==> src/hdl/pcfrm_pkg.sv <==
// ----------------------------------------------------------------------------
// pcfrm_pkg
// Shared types and constants of the pausable clock frame rate monitor.
// ----------------------------------------------------------------------------
package pcfrm_pkg;

    localparam int TIME_W      = 64;
    localparam int TPS_W       = 40;
    localparam int FPS_W       = 16;
    localparam int AVG_FPS_W   = 32;
    localparam int MS_W        = 26;
    localparam int FPS_TOTAL_W = 48;
    localparam int MS_TOTAL_W  = 58;
    localparam int WIN_CNT_W   = 32;

    // Shared divider: 64-bit dividend, 32-bit divisor, 32-bit quotient
    localparam int DIV_W       = 32;
    localparam int DIV_CNT_W   = $clog2(DIV_W);

    localparam int IN_TDATA_W  = 64;
    localparam int IN_TUSER_W  = 2;
    localparam int OUT_TDATA_W = 312;
    localparam int OUT_TUSER_W = 2;

    // 1000 ms in 16.16 fixed point
    localparam logic [MS_W:0]      MS_ONE_SECOND_Q16 = 27'd65536000;
    localparam logic [TPS_W-1:0]   TPS_RESET         = 40'd10000000;
    localparam logic [FPS_W-1:0]   FPS_SAT           = 16'hFFFF;
    localparam logic [WIN_CNT_W-1:0] WIN_SAT         = 32'hFFFF_FFFF;

    typedef enum logic [1:0] {
        CMD_TICK  = 2'd0,
        CMD_STOP  = 2'd1,
        CMD_START = 2'd2,
        CMD_RESET = 2'd3
    } cmd_t;

    typedef enum logic [9:0] {
        S_IDLE     = 10'b00_0000_0001,
        S_EXEC     = 10'b00_0000_0010,
        S_GAME     = 10'b00_0000_0100,
        S_CHECK    = 10'b00_0000_1000,
        S_DIV_MS   = 10'b00_0001_0000,
        S_CLOSE    = 10'b00_0010_0000,
        S_AVG      = 10'b00_0100_0000,
        S_DIV_AVGF = 10'b00_1000_0000,
        S_DIV_AVGM = 10'b01_0000_0000,
        S_OUT      = 10'b10_0000_0000
    } state_t;

endpackage

==> src/hdl/pausable_clock_frame_rate_monitor.sv <==
// ----------------------------------------------------------------------------
// pausable_clock_frame_rate_monitor
// Pausable game clock with windowed frame rate statistics.
// ----------------------------------------------------------------------------
// Each request carries a command in s_axis_tuser (frame tick, stop, start,
// reset) and a free-running counter stamp in s_axis_tdata, and yields exactly
// one result on the m_axis side. The block keeps game time (stamp minus base
// minus total time stopped) and counts frames; once ticks_per_second of game
// time has passed since the open window began, the frame count is latched as
// fps and 1000/fps ms is formed in 16.16, and min, max and averages are
// refreshed. All divisions run through one shared restoring divider that
// retires one quotient bit per clock. A stop, start or reset request, or a
// frame tick while paused, passes the execution and game-time steps, and its
// result enters the output register once that is free; a running frame tick
// also passes the window check, and one that closes a window adds three
// divisions (ms per frame, average fps, average ms) in turn. The block
// takes one request at a time: tready is high only while the sequencer is
// idle. A finished result waits in the output register while the next request
// is accepted. ticks_per_second is written through tps_wr_en / tps_wr_data and
// must only change while the block is idle.
// ----------------------------------------------------------------------------
module pausable_clock_frame_rate_monitor
    import pcfrm_pkg::*;
(
    input  logic                   clk,
    input  logic                   rst_n,
    // configuration: ticks_per_second
    input  logic                   tps_wr_en,
    input  logic [TPS_W-1:0]       tps_wr_data,
    // request channel
    input  logic                   s_axis_tvalid,
    output logic                   s_axis_tready,
    input  logic [IN_TDATA_W-1:0]  s_axis_tdata,   // [63:0] time_now
    input  logic [IN_TUSER_W-1:0]  s_axis_tuser,   // [1:0] command
    // result channel
    output logic                   m_axis_tvalid,
    input  logic                   m_axis_tready,
    // [63:0] delta_ticks, [127:64] game_ticks, [143:128] fps,
    // [159:144] min_fps, [175:160] max_fps, [207:176] avg_fps,
    // [233:208] ms_per_frame, [259:234] min_ms, [285:260] max_ms,
    // [311:286] avg_ms
    output logic [OUT_TDATA_W-1:0] m_axis_tdata,
    // [0] clock_stopped, [1] window_closed
    output logic [OUT_TUSER_W-1:0] m_axis_tuser
);

    // ------------------------------------------------------------------
    // Registers
    // ------------------------------------------------------------------
    state_t                  state_reg,      state_next;
    logic [TPS_W-1:0]        tps_reg,        tps_next;

    logic [TIME_W-1:0]       base_reg,       base_next;
    logic [TIME_W-1:0]       prev_reg,       prev_next;
    logic [TIME_W-1:0]       stop_reg,       stop_next;
    logic [TIME_W-1:0]       total_reg,      total_next;
    logic                    paused_reg,     paused_next;
    logic [TIME_W-1:0]       wstart_reg,     wstart_next;
    logic [FPS_W-1:0]        frame_cnt_reg,  frame_cnt_next;
    logic [FPS_W-1:0]        last_fps_reg,   last_fps_next;
    logic [FPS_W-1:0]        low_fps_reg,    low_fps_next;
    logic [FPS_W-1:0]        high_fps_reg,   high_fps_next;
    logic [FPS_TOTAL_W-1:0]  fps_total_reg,  fps_total_next;
    logic [WIN_CNT_W-1:0]    windows_reg,    windows_next;
    logic [MS_W-1:0]         last_ms_reg,    last_ms_next;
    logic [MS_W-1:0]         low_ms_reg,     low_ms_next;
    logic [MS_W-1:0]         high_ms_reg,    high_ms_next;
    logic [MS_TOTAL_W-1:0]   ms_total_reg,   ms_total_next;
    logic [AVG_FPS_W-1:0]    avg_fps_reg,    avg_fps_next;
    logic [MS_W-1:0]         avg_ms_reg,     avg_ms_next;

    // request payload and per-request working values
    cmd_t                    cmd_reg,        cmd_next;
    logic [TIME_W-1:0]       now_reg,        now_next;
    logic [TIME_W-1:0]       delta_reg,      delta_next;
    logic [TIME_W-1:0]       game_reg,       game_next;
    logic                    closed_reg,     closed_next;

    // shared divider
    logic [DIV_W-1:0]        div_rem_reg,    div_rem_next;
    logic [DIV_W-1:0]        div_quo_reg,    div_quo_next;
    logic [DIV_W-1:0]        div_den_reg,    div_den_next;
    logic [DIV_CNT_W-1:0]    div_cnt_reg,    div_cnt_next;

    // result register
    logic                    out_valid_reg,  out_valid_next;
    logic [OUT_TDATA_W-1:0]  out_data_reg,   out_data_next;
    logic [OUT_TUSER_W-1:0]  out_user_reg,   out_user_next;

    // ------------------------------------------------------------------
    // Divider datapath: one trial subtraction per clock
    // ------------------------------------------------------------------
    logic [DIV_W:0]          div_trial;
    logic [DIV_W+1:0]        div_diff;
    logic                    div_take;
    logic [DIV_W-1:0]        div_rem_step;
    logic [DIV_W-1:0]        div_quo_step;
    logic                    div_load;
    logic [2*DIV_W-1:0]      div_dividend;
    logic [DIV_W-1:0]        div_divisor;

    assign div_trial    = {div_rem_reg, div_quo_reg[DIV_W-1]};
    assign div_diff     = {1'b0, div_trial} - {2'b00, div_den_reg};
    assign div_take     = ~div_diff[DIV_W+1];
    assign div_rem_step = div_take ? div_diff[DIV_W-1:0] : div_trial[DIV_W-1:0];
    assign div_quo_step = {div_quo_reg[DIV_W-2:0], div_take};

    // ------------------------------------------------------------------
    // Working values
    // ------------------------------------------------------------------
    logic [TIME_W-1:0]       game_src;
    logic [TIME_W:0]         win_diff;
    logic                    win_close;
    logic                    out_free;
    logic [MS_W-1:0]         ms_new;
    logic [WIN_CNT_W-1:0]    half_win;

    assign game_src  = paused_reg ? stop_reg : now_reg;
    // game time behind window start never closes a window
    assign win_diff  = {1'b0, game_reg} - {1'b0, wstart_reg};
    assign win_close = ~win_diff[TIME_W] &&
                       (win_diff[TIME_W-1:0] >= {{(TIME_W-TPS_W){1'b0}}, tps_reg});
    assign out_free  = ~out_valid_reg | m_axis_tready;
    assign ms_new    = div_quo_step[MS_W-1:0];
    assign half_win  = windows_reg >> 1;

    assign s_axis_tready = (state_reg == S_IDLE);

    // ------------------------------------------------------------------
    // Sequencer and next-state logic
    // ------------------------------------------------------------------
    always_comb
    begin
        state_next     = state_reg;
        tps_next       = tps_wr_en ? tps_wr_data : tps_reg;
        base_next      = base_reg;
        prev_next      = prev_reg;
        stop_next      = stop_reg;
        total_next     = total_reg;
        paused_next    = paused_reg;
        wstart_next    = wstart_reg;
        frame_cnt_next = frame_cnt_reg;
        last_fps_next  = last_fps_reg;
        low_fps_next   = low_fps_reg;
        high_fps_next  = high_fps_reg;
        fps_total_next = fps_total_reg;
        windows_next   = windows_reg;
        last_ms_next   = last_ms_reg;
        low_ms_next    = low_ms_reg;
        high_ms_next   = high_ms_reg;
        ms_total_next  = ms_total_reg;
        avg_fps_next   = avg_fps_reg;
        avg_ms_next    = avg_ms_reg;
        cmd_next       = cmd_reg;
        now_next       = now_reg;
        delta_next     = delta_reg;
        game_next      = game_reg;
        closed_next    = closed_reg;
        div_load       = 1'b0;
        div_dividend   = '0;
        div_divisor    = '0;
        out_valid_next = out_valid_reg;
        out_data_next  = out_data_reg;
        out_user_next  = out_user_reg;

        if (out_valid_reg && m_axis_tready)
        begin
            out_valid_next = 1'b0;
        end

        unique case (state_reg)
            S_IDLE:
            begin
                if (s_axis_tvalid)
                begin
                    cmd_next   = cmd_t'(s_axis_tuser);
                    now_next   = s_axis_tdata;
                    state_next = S_EXEC;
                end
            end

            S_EXEC:
            begin
                delta_next  = '0;
                closed_next = 1'b0;
                state_next  = S_GAME;
                unique case (cmd_reg)
                    CMD_TICK:
                    begin
                        if (!paused_reg)
                        begin
                            delta_next = now_reg - prev_reg;
                            prev_next  = now_reg;
                            if (frame_cnt_reg != FPS_SAT)
                            begin
                                frame_cnt_next = frame_cnt_reg + 1'b1;
                            end
                        end
                    end
                    CMD_STOP:
                    begin
                        if (!paused_reg)
                        begin
                            stop_next   = now_reg;
                            paused_next = 1'b1;
                        end
                    end
                    CMD_START:
                    begin
                        if (paused_reg)
                        begin
                            total_next  = total_reg + (now_reg - stop_reg);
                            prev_next   = now_reg;
                            paused_next = 1'b0;
                        end
                    end
                    CMD_RESET:
                    begin
                        base_next      = now_reg;
                        prev_next      = now_reg;
                        stop_next      = '0;
                        total_next     = '0;
                        paused_next    = 1'b0;
                        wstart_next    = '0;
                        frame_cnt_next = '0;
                        last_fps_next  = '0;
                        low_fps_next   = '0;
                        high_fps_next  = '0;
                        fps_total_next = '0;
                        windows_next   = '0;
                        last_ms_next   = '0;
                        low_ms_next    = '0;
                        high_ms_next   = '0;
                        ms_total_next  = '0;
                        avg_fps_next   = '0;
                        avg_ms_next    = '0;
                    end
                    default:
                    begin
                        state_next = S_GAME;
                    end
                endcase
            end

            S_GAME:
            begin
                game_next = game_src - base_reg - total_reg;
                if (cmd_reg == CMD_TICK && !paused_reg)
                begin
                    state_next = S_CHECK;
                end
                else
                begin
                    state_next = S_OUT;
                end
            end

            S_CHECK:
            begin
                if (win_close)
                begin
                    // round half up: (1000 ms + f/2) / f, f is at least one
                    div_load     = 1'b1;
                    div_dividend = {{(2*DIV_W-MS_W-1){1'b0}},
                                    MS_ONE_SECOND_Q16 +
                                    {{(MS_W+1-FPS_W){1'b0}}, frame_cnt_reg >> 1}};
                    div_divisor  = {{(DIV_W-FPS_W){1'b0}}, frame_cnt_reg};
                    state_next   = S_DIV_MS;
                end
                else
                begin
                    state_next = S_OUT;
                end
            end

            S_DIV_MS:
            begin
                if (div_cnt_reg == '0)
                begin
                    last_ms_next = ms_new;
                    state_next   = S_CLOSE;
                end
            end

            S_CLOSE:
            begin
                last_fps_next = frame_cnt_reg;
                if (windows_reg == '0)
                begin
                    low_fps_next   = frame_cnt_reg;
                    high_fps_next  = frame_cnt_reg;
                    low_ms_next    = last_ms_reg;
                    high_ms_next   = last_ms_reg;
                    fps_total_next = {{(FPS_TOTAL_W-FPS_W){1'b0}}, frame_cnt_reg};
                    ms_total_next  = {{(MS_TOTAL_W-MS_W){1'b0}}, last_ms_reg};
                    windows_next   = {{(WIN_CNT_W-1){1'b0}}, 1'b1};
                end
                else
                begin
                    if (frame_cnt_reg < low_fps_reg)  low_fps_next  = frame_cnt_reg;
                    if (frame_cnt_reg > high_fps_reg) high_fps_next = frame_cnt_reg;
                    if (last_ms_reg < low_ms_reg)     low_ms_next   = last_ms_reg;
                    if (last_ms_reg > high_ms_reg)    high_ms_next  = last_ms_reg;
                    // hold the sums once the window count saturates
                    if (windows_reg != WIN_SAT)
                    begin
                        fps_total_next = fps_total_reg +
                                         {{(FPS_TOTAL_W-FPS_W){1'b0}}, frame_cnt_reg};
                        ms_total_next  = ms_total_reg +
                                         {{(MS_TOTAL_W-MS_W){1'b0}}, last_ms_reg};
                        windows_next   = windows_reg + 1'b1;
                    end
                end
                frame_cnt_next = '0;
                wstart_next    = wstart_reg + {{(TIME_W-TPS_W){1'b0}}, tps_reg};
                closed_next    = 1'b1;
                state_next     = S_AVG;
            end

            S_AVG:
            begin
                div_load     = 1'b1;
                div_dividend = {fps_total_reg, {(2*DIV_W-FPS_TOTAL_W){1'b0}}} +
                               {{DIV_W{1'b0}}, half_win};
                div_divisor  = windows_reg;
                state_next   = S_DIV_AVGF;
            end

            S_DIV_AVGF:
            begin
                if (div_cnt_reg == '0)
                begin
                    avg_fps_next = div_quo_step;
                    div_load     = 1'b1;
                    div_dividend = {{(2*DIV_W-MS_TOTAL_W){1'b0}}, ms_total_reg} +
                                   {{DIV_W{1'b0}}, half_win};
                    div_divisor  = windows_reg;
                    state_next   = S_DIV_AVGM;
                end
            end

            S_DIV_AVGM:
            begin
                if (div_cnt_reg == '0)
                begin
                    avg_ms_next = div_quo_step[MS_W-1:0];
                    state_next  = S_OUT;
                end
            end

            S_OUT:
            begin
                if (out_free)
                begin
                    out_valid_next = 1'b1;
                    out_data_next  = {avg_ms_reg, high_ms_reg, low_ms_reg, last_ms_reg,
                                      avg_fps_reg, high_fps_reg, low_fps_reg,
                                      last_fps_reg, game_reg, delta_reg};
                    out_user_next  = {closed_reg, paused_reg};
                    state_next     = S_IDLE;
                end
            end

            default:
            begin
                state_next = S_IDLE;
            end
        endcase

        // shared divider: load a new division or retire one quotient bit
        div_rem_next = div_rem_reg;
        div_quo_next = div_quo_reg;
        div_den_next = div_den_reg;
        div_cnt_next = div_cnt_reg;
        if (div_load)
        begin
            // the quotient fits in 32 bits, so the upper half is below the divisor
            div_rem_next = div_dividend[2*DIV_W-1:DIV_W];
            div_quo_next = div_dividend[DIV_W-1:0];
            div_den_next = div_divisor;
            div_cnt_next = DIV_CNT_W'(DIV_W - 1);
        end
        else if (state_reg == S_DIV_MS || state_reg == S_DIV_AVGF ||
                 state_reg == S_DIV_AVGM)
        begin
            div_rem_next = div_rem_step;
            div_quo_next = div_quo_step;
            div_cnt_next = div_cnt_reg - 1'b1;
        end
    end

    // ------------------------------------------------------------------
    // Control and clock state
    // ------------------------------------------------------------------
    always_ff @(posedge clk or negedge rst_n)
    begin
        if (!rst_n)
        begin
            state_reg     <= S_IDLE;
            tps_reg       <= TPS_RESET;
            base_reg      <= '0;
            prev_reg      <= '0;
            stop_reg      <= '0;
            total_reg     <= '0;
            paused_reg    <= 1'b0;
            wstart_reg    <= '0;
            frame_cnt_reg <= '0;
            last_fps_reg  <= '0;
            low_fps_reg   <= '0;
            high_fps_reg  <= '0;
            fps_total_reg <= '0;
            windows_reg   <= '0;
            last_ms_reg   <= '0;
            low_ms_reg    <= '0;
            high_ms_reg   <= '0;
            ms_total_reg  <= '0;
            avg_fps_reg   <= '0;
            avg_ms_reg    <= '0;
            out_valid_reg <= 1'b0;
            div_cnt_reg   <= '0;
        end
        else
        begin
            state_reg     <= state_next;
            tps_reg       <= tps_next;
            base_reg      <= base_next;
            prev_reg      <= prev_next;
            stop_reg      <= stop_next;
            total_reg     <= total_next;
            paused_reg    <= paused_next;
            wstart_reg    <= wstart_next;
            frame_cnt_reg <= frame_cnt_next;
            last_fps_reg  <= last_fps_next;
            low_fps_reg   <= low_fps_next;
            high_fps_reg  <= high_fps_next;
            fps_total_reg <= fps_total_next;
            windows_reg   <= windows_next;
            last_ms_reg   <= last_ms_next;
            low_ms_reg    <= low_ms_next;
            high_ms_reg   <= high_ms_next;
            ms_total_reg  <= ms_total_next;
            avg_fps_reg   <= avg_fps_next;
            avg_ms_reg    <= avg_ms_next;
            out_valid_reg <= out_valid_next;
            div_cnt_reg   <= div_cnt_next;
        end
    end

    // ------------------------------------------------------------------
    // Payload registers: no reset needed
    // ------------------------------------------------------------------
    always_ff @(posedge clk)
    begin
        cmd_reg      <= cmd_next;
        now_reg      <= now_next;
        delta_reg    <= delta_next;
        game_reg     <= game_next;
        closed_reg   <= closed_next;
        div_rem_reg  <= div_rem_next;
        div_quo_reg  <= div_quo_next;
        div_den_reg  <= div_den_next;
        out_data_reg <= out_data_next;
        out_user_reg <= out_user_next;
    end

    assign m_axis_tvalid = out_valid_reg;
    assign m_axis_tdata  = out_data_reg;
    assign m_axis_tuser  = out_user_reg;

    // ------------------------------------------------------------------
    // Assertions
    // ------------------------------------------------------------------

    // a request always starts its execution step on the next clock
    a_accept_exec: assert property (@(posedge clk) disable iff (!rst_n)
        (s_axis_tvalid && s_axis_tready) |=> (state_reg == S_EXEC))
        else $error("accepted request did not enter execution");

    // the remainder stays below the divisor throughout each division
    a_div_rem: assert property (@(posedge clk) disable iff (!rst_n)
        (state_reg == S_DIV_MS || state_reg == S_DIV_AVGF ||
         state_reg == S_DIV_AVGM) |-> (div_rem_reg < div_den_reg))
        else $error("divider remainder out of range");

    // once a window has closed, minimum never exceeds maximum
    a_min_max: assert property (@(posedge clk) disable iff (!rst_n)
        (windows_reg != '0) |-> (low_fps_reg <= high_fps_reg &&
                                 low_ms_reg <= high_ms_reg))
        else $error("minimum above maximum");

    // a window can only close while the clock runs
    a_close_running: assert property (@(posedge clk) disable iff (!rst_n)
        (m_axis_tvalid && m_axis_tuser[1]) |-> !m_axis_tuser[0])
        else $error("window closed while clock stopped");

endmodule

==> config.mk <==
export PLATFORM = sky130hd
export DESIGN_NAME = pausable_clock_frame_rate_monitor
export DESIGN_NICKNAME = d
export VERILOG_FILES = /design/src/hdl/pcfrm_pkg.sv /design/src/hdl/pausable_clock_frame_rate_monitor.sv
export SDC_FILE = /design/constraint.sdc
export NUM_CORES = 2
export LEC_CHECK = 0
export ABC_CLOCK_PERIOD_IN_PS = 18200
export BUFFER_PORTS_ARGS = -buffer_cell sky130_fd_sc_hd__clkbuf_2
export CORE_ASPECT_RATIO = 1.4
export CORE_UTILIZATION = 50
export CTS_BUF_LIST = sky130_fd_sc_hd__clkbuf_8
export CTS_CLUSTER_DIAMETER = 150
export DETAILED_ROUTE_END_ITERATION = 12
export PLACE_DENSITY_LB_ADDON = 0.08
export SYNTH_ARGS = -nofsm -noshare
export SYNTH_HDL_FRONTEND = slang
export SYNTH_SLANG_ARGS = --single-unit
==> constraint.sdc <==
create_clock -name clk -period 18.2 [get_ports clk]
set_input_delay 0 -clock clk [delete_from_list [all_inputs] [get_ports clk]]
set_output_delay 0 -clock clk [all_outputs]
set_load 0.02 [all_outputs]
# ---- Yosys cells after proc, flatten, opt, wreduce, memory -nomap -nowiden
# Cells that the tools add are included.
dict set report totals {
  word_cells 201
  ff_bits 1320
  input_bits 111
  out_inout_bits 316
}
dict set report op_classes {
  reduce_logical 38
  bitwise 5
  eq_ne 31
  n_mux 74
  order_cmp 5
  add_sub_neg 16
}
# cell count
set ops {}
lappend ops {{64-bit case mux with 2 select lines} 3}
lappend ops {{64-bit case mux with 3 select lines} 2}
lappend ops {{32-bit 2-to-1 mux} 10}
lappend ops {{64-bit 2-to-1 mux} 5}
lappend ops {{64-bit subtractor} 4}
lappend ops {{26-bit case mux with 2 select lines} 4}
lappend ops {{58-bit 2-to-1 mux} 3}
lappend ops {{16-bit case mux with 2 select lines} 5}
lappend ops {{26-bit 2-to-1 mux} 6}
lappend ops {{48-bit 2-to-1 mux} 3}
lappend ops {{16-bit 2-to-1 mux} 8}
lappend ops {{32-bit case mux with 2 select lines} 2}
lappend ops {{58-bit case mux with 2 select lines} 1}
lappend ops {{10-bit case mux with 10 select lines} 1}
lappend ops {{32-bit case mux with 3 select lines} 1}
lappend ops {{48-bit case mux with 2 select lines} 1}
lappend ops {{10-bit 2-to-1 mux} 7}
lappend ops {{64-bit by 64-bit subtractor with 65-bit output} 1}
lappend ops {{64-bit by 31-bit adder with 64-bit output} 1}
lappend ops {{64-bit by 40-bit adder with 64-bit output} 1}
lappend ops {{64-bit adder} 1}
lappend ops {{64-bit by 40-bit greater-or-equal comparator with 1-bit output} 1}
lappend ops {{58-bit by 31-bit adder with 59-bit output} 1}
lappend ops {{59-bit 2-to-1 mux} 1}
lappend ops {{other kinds (49)} 96}

# ---- Longest topological paths before layout
dict set report depth {
  depth_word 6
  depth_mapped 33
  depth_no_buf 32
}

# ---- Worst setup path before layout
# Ideal clock, no wire load.
dict set report synth_timing {
  path_type {register to register}
  start {register state_reg[2]}
  end {register out_data_reg[0], in the netlist m_axis_tdata[0], enable pin}
  arrival_time_ns 16.602
  setup_time_ns 1.095
  t_required_ns 17.105
  n_path_buf 0
  synth_period_minus_slack_ns 17.697
  stages_incl_launch_ff 5
  setup_slack_ns 0.503
  path_cell_list {dfrtp_1 -> nor4_1 -> nand3_1 -> or3b_2 -> a21oi_1}
}
dict set report synth_via {
  elab_chain_cells 2
}
# item line
set synth_lines {}
lappend synth_lines {{from (decl)} pausable_clock_frame_rate_monitor.sv:50} ;# state_t state_reg, state_next;
lappend synth_lines {{from (signal assigned)} pausable_clock_frame_rate_monitor.sv:424} ;# state_reg <= state_next;
lappend synth_lines {{10-bit equality test} pausable_clock_frame_rate_monitor.sv:171} ;# unique case (state_reg)
lappend synth_lines {{2-bit AND reduction (no source line)} --}
lappend synth_lines {{to (signal assigned)} pausable_clock_frame_rate_monitor.sv:462} ;# out_data_reg <= out_data_next;
lappend synth_lines {{to (decl)} pausable_clock_frame_rate_monitor.sv:87} ;# logic [OUT_TDATA_W-1:0] out_data_reg, out_data_next;
# Every way passes these cells.
# A chain may end at the register's enable or synchronous reset.

# ---- Worst setup path in the final report
dict set report layout_timing {
  start {register game_reg[0]}
  end {register div_rem_reg[27] (data pin)}
}
dict set report layout_via {
  elab_chain_cells 6
  word_cells_on_any_way 7
  classes_between {1 x add/sub; 1 x order compare; 3 x mux; 1 x bitwise; 1 x reduce/logical}
}
# item line
set layout_lines {}
lappend layout_lines {{from (decl)} pausable_clock_frame_rate_monitor.sv:76} ;# logic [TIME_W-1:0] game_reg, game_next;
lappend layout_lines {{from (signal assigned)} pausable_clock_frame_rate_monitor.sv:457} ;# game_reg <= game_next;
lappend layout_lines {{64-bit by 64-bit subtractor with 65-bit output *} pausable_clock_frame_rate_monitor.sv:120} ;# assign win_diff = {1'b0, game_reg} - {1'b0, wstart_reg};
lappend layout_lines {{64-bit by 40-bit greater-or-equal comparator with 1-bit output / 1-bit inverter (equally long branches)} {pausable_clock_frame_rate_monitor.sv:122, pausable_clock_frame_rate_monitor.sv:121}}
lappend layout_lines {{1-bit logical AND *} pausable_clock_frame_rate_monitor.sv:121} ;# assign win_close = ~win_diff[TIME_W] &&
lappend layout_lines {{1-bit 2-to-1 mux *} pausable_clock_frame_rate_monitor.sv:260} ;# if (win_close)
lappend layout_lines {{1-bit case mux with 3 select lines *} pausable_clock_frame_rate_monitor.sv:171}
lappend layout_lines {{32-bit 2-to-1 mux *} pausable_clock_frame_rate_monitor.sv:375} ;# if (div_load)
lappend layout_lines {{named net div_rem_next[27]} pausable_clock_frame_rate_monitor.sv:80} ;# logic [DIV_W-1:0] div_rem_reg, div_rem_next;
lappend layout_lines {{to (signal assigned)} pausable_clock_frame_rate_monitor.sv:459} ;# div_rem_reg <= div_rem_next;
lappend layout_lines {{to (decl)} pausable_clock_frame_rate_monitor.sv:80}
# Mark *: on every way through the listed nets, which the timed path passes. The rest lies on a longest branch.

==> flow_summary.json <==
{
  "result_of_the_run": "finished, final reports clean",
  "grt.total_usage_pct": 29.96,
  "flip_flop_count_of_the_largest_register_all_copies_and_words_added": 312,
  "ys_top_cells_by_area": "sky130_fd_sc_hd__edfxtp_1 (23%), sky130_fd_sc_hd__dfrtp_1 (23%), sky130_fd_sc_hd__ha_1 (8.8%), sky130_fd_sc_hd__o21ai_0 (4.2%), sky130_fd_sc_hd__nand2_1 (3.7%)",
  "start_util_pct": 50.49,
  "fin_skew_ns": 0.06480,
  "critical-path-max-stage-delay_ns": 0.49,
  "cts_inserted_buffers": 210,
  "drt-vias-per-instance": 5.706,
  "finalWeightedCongestion": 0.9386,
  "flow.area_growth_from_synthesis_pct": 15.32,
  "post-route-util_pct": 58.22,
  "num-fill-cells": 13328,
  "yosysSeqAreaShare_pct": 46.46,
  "ioPinCount": 427,
  "ctsRootBufferMaster": "sky130_fd_sc_hd__clkbuf_8",
  "synth_xor_xnor_area_share_pct": 5.742,
  "routed-via-count": 61267,
  "drive_above_1_share_pct": 11.33,
  "dieWidth_um": 335.0,
  "wl_per_cell_um": 21.92,
  "hold_path.startpoint": "s_axis_tdata[10]",
  "timing.setup.tns_ns": 0,
  "timing_worst_slew_pin_value_ns": 1.262,
  "setup.worst_path.end_class": "flop",
  "synth_compound_gate_area_share_pct": 17.03,
  "die_h_um": 468.3,
  "synth_top_family_by_area": "compound AO/OA/AOI/OAI gates",
  "critPathBufInv": 5,
  "grt_setup_unrepaired": "no",
  "report.final.slew_viol_count": 0,
  "design.die.area_um2": 156900,
  "worst-setup-path-type": "reg -> reg",
  "synth_warnings": 0,
  "detail_route.drc_violations": 0,
  "floorplan.core_area_um2": 153800,
  "async_flop_share_pct": 54.17,
  "grt_pass1_wl_mm": 359.5,
  "postSynthNetCount": 8540,
  "post_synthesis_area_per_instance_um2": 10.02,
  "ys_flop_type": "sky130_fd_sc_hd__dfrtp_1",
  "clock_sink_count": 1320,
  "antenna_violating_nets_post_route": 0,
  "power_density_nw_per_um2": 148.7,
  "setup_slack_ns": 10.06,
  "fraction_of_post_synthesis_cell_area_in_the_top_cell_type_by_area_pct": 23.40,
  "crit_required_ns": 19.02,
  "synth_enable_flop_cells": 605,
  "grt_antenna_before_repair": 4,
  "synth.cell_area_um2": 77640,
  "synth_cells": 7750,
  "htreeDepth": 4,
  "final-setup-viol-count": 0,
  "final_period_minus_worst_setup_slack_ns": 8.137,
  "synth.cells.most_frequent": "sky130_fd_sc_hd__nand2_1 (762), sky130_fd_sc_hd__inv_1 (734), sky130_fd_sc_hd__dfrtp_1 (706)",
  "yosys.cell_count.top_type": "sky130_fd_sc_hd__nand2_1",
  "final_min_period_over_clock_period_pct": 44.71,
  "clkSlewWorstSetupHoldPaths_ns": 0.07,
  "r2r.worst_path.cells": 34,
  "critical_path_depth": 34,
  "startpoint": "game_reg[0]",
  "detailed_placement_wirelength_estimate_mm": 170.9,
  "synth.ff_latch_count": 1320,
  "nNetsFinal": 9274,
  "timing.hold.worst.class": "in -> reg",
  "synthAdderAreaFrac_pct": 12.24,
  "cts_hold_repair.buffers": 299,
  "synth-simple-area-share_pct": 12.28,
  "worst_slew_margin_relative_to_its_limit_pct": 15.36,
  "synth_cell_types": 91,
  "first_global_vias": 61599,
  "regToRegStartpoint": "game_reg[0]",
  "muxShareOfSynthArea_pct": 1.275,
  "cp.arrival_ns": 8.96,
  "max-vdd-ir-drop_uv": 99.80,
  "finalHoldViolations": 0,
  "row_count": 170,
  "power.leakage_uw": 0.04035,
  "critical_path_peak_fanout": 54,
  "pin_count_of_the_biggest_net_entering_global_routing": 159,
  "cts_tree": "yes",
  "cts_post_setup_buffers_inserted": 0,
  "startpoint_kind_of_the_worst_setup_timing_path": "flop",
  "gr-total-overflow": 0,
  "cts.repair.resized": 0,
  "worst_hold_path.num_cells": 3,
  "worst_path_max_delay_cell": "sky130_fd_sc_hd__buf_4",
  "drt_first_pass_iters": 9,
  "maxCapViolCount": 0,
  "detail_route.iter0.violations": 4247,
  "numPortBuffers": 426,
  "clk_latency_ns": 1.02,
  "dpl_worst_slack_ns": 10.30,
  "maxClockFrequency_mhz": 122.9,
  "synth_top_cell_by_area": "sky130_fd_sc_hd__edfxtp_1",
  "routed_wirelength_mm": 235.4,
  "crit_family": "compound AO/OA/AOI/OAI gates",
  "clk_path_buf_depth": 3
}
[worst reg2reg max path: cells and delay by family (launching register included)]
kind | cells | cell delay, ns
simple gates | 10 | 2.14
flops | 1 | 0.39
xor+xnor | 1 | 0.15
buf+inv | 5 | 1.00
compound gates | 15 | 3.46
fa+ha+maj | 3 | 0.83
[area by class of cell]
class                           count  area (um^2)  share of cell area (%)
Antenna cell                        2        5.005                0.005589
Clock buffer                      242         3331                   3.720
Clock inverter                    157         1117                   1.248
Inverter                          736         2764                   3.087
Multi-Input combinational cell   5405        37840                   42.26
Sequential cell                  1320        36070                   40.29
Tap cell                         2064         2582                   2.884
Timing Repair Buffer              811         5823                   6.503
[worst paths after layout]
| kind | endpoint | slack (ns) |
|---|---|---|
| max in group asynchronous | prev_reg[60] | 15.59 |
| hold reg to reg | m_axis_tdata[6] | 0.42 |
| setup reg to reg | div_rem_reg[27] | 10.06 |
| hold / removal | now_reg[10] | 0.22 |
| min in group asynchronous | tps_reg[15] | 0.23 |
| setup / recovery | div_rem_reg[27] | 10.06 |
[metal layers]
metal | up-vias | GRT usage (%) | wire (um)
met5 | - | 0 | 0
met4 | 0 | 13.62 | 11070
met3 | 480 | 3.861 | 11740
met2 | 1886 | 52.24 | 116300
met1 | 29992 | 36.87 | 96250
li1 | 28909 | - | -
[cells by family (layout without fill, tap and decap cells)]
logic type | Yosys count | after routing
AO/OA/AOI/OAI | 2101 | 2101
XOR/XNOR | 509 | 509
adder cells (fa/ha/maj) | 679 | 679
buffers and inverters | 1025 | 1946
flip-flops | 1320 | 1320
multiplexers | 90 | 90
other | 0 | 2
AND/OR/NAND/NOR | 2026 | 2026
[stage by stage]
step,power (uW),instance area (um^2),hold slack (ns),std cells
finish,13320,89540,0.2221,10737
global route,14250,89540,0.1840,10737
CTS,13310,89530,0.09315,10735
detailed placement,10500,82080,0.08512,10037
global placement,10430,82080,0.09526,10037
floorplan,8775,77640,-0.2956,7750
[power by group]
group	internal, uW	switching, uW	total, uW
Sequential	3670	205	3870
Combinational	2710	4030	6740
Clock	1410	1300	2710
Total	7780	5540	13300
[layout by cell type, fill, tap and decap left out, types with 298 or more instances in the layout]
cell | synthesis | final
sky130_fd_sc_hd__ha_1 | 545 | 544
sky130_fd_sc_hd__dfrtp_1 | 706 | 705
sky130_fd_sc_hd__o21ai_0 | 647 | 647
sky130_fd_sc_hd__a21oi_1 | 513 | 511
sky130_fd_sc_hd__dlygate4sd3_1 | 0 | 298
sky130_fd_sc_hd__xnor2_1 | 299 | 299
sky130_fd_sc_hd__nor2_1 | 419 | 413
sky130_fd_sc_hd__nand2_1 | 762 | 757
sky130_fd_sc_hd__clkbuf_2 | 1 | 424
sky130_fd_sc_hd__edfxtp_1 | 605 | 605
sky130_fd_sc_hd__inv_1 | 734 | 810
Power figures use the tool's default switching activity.
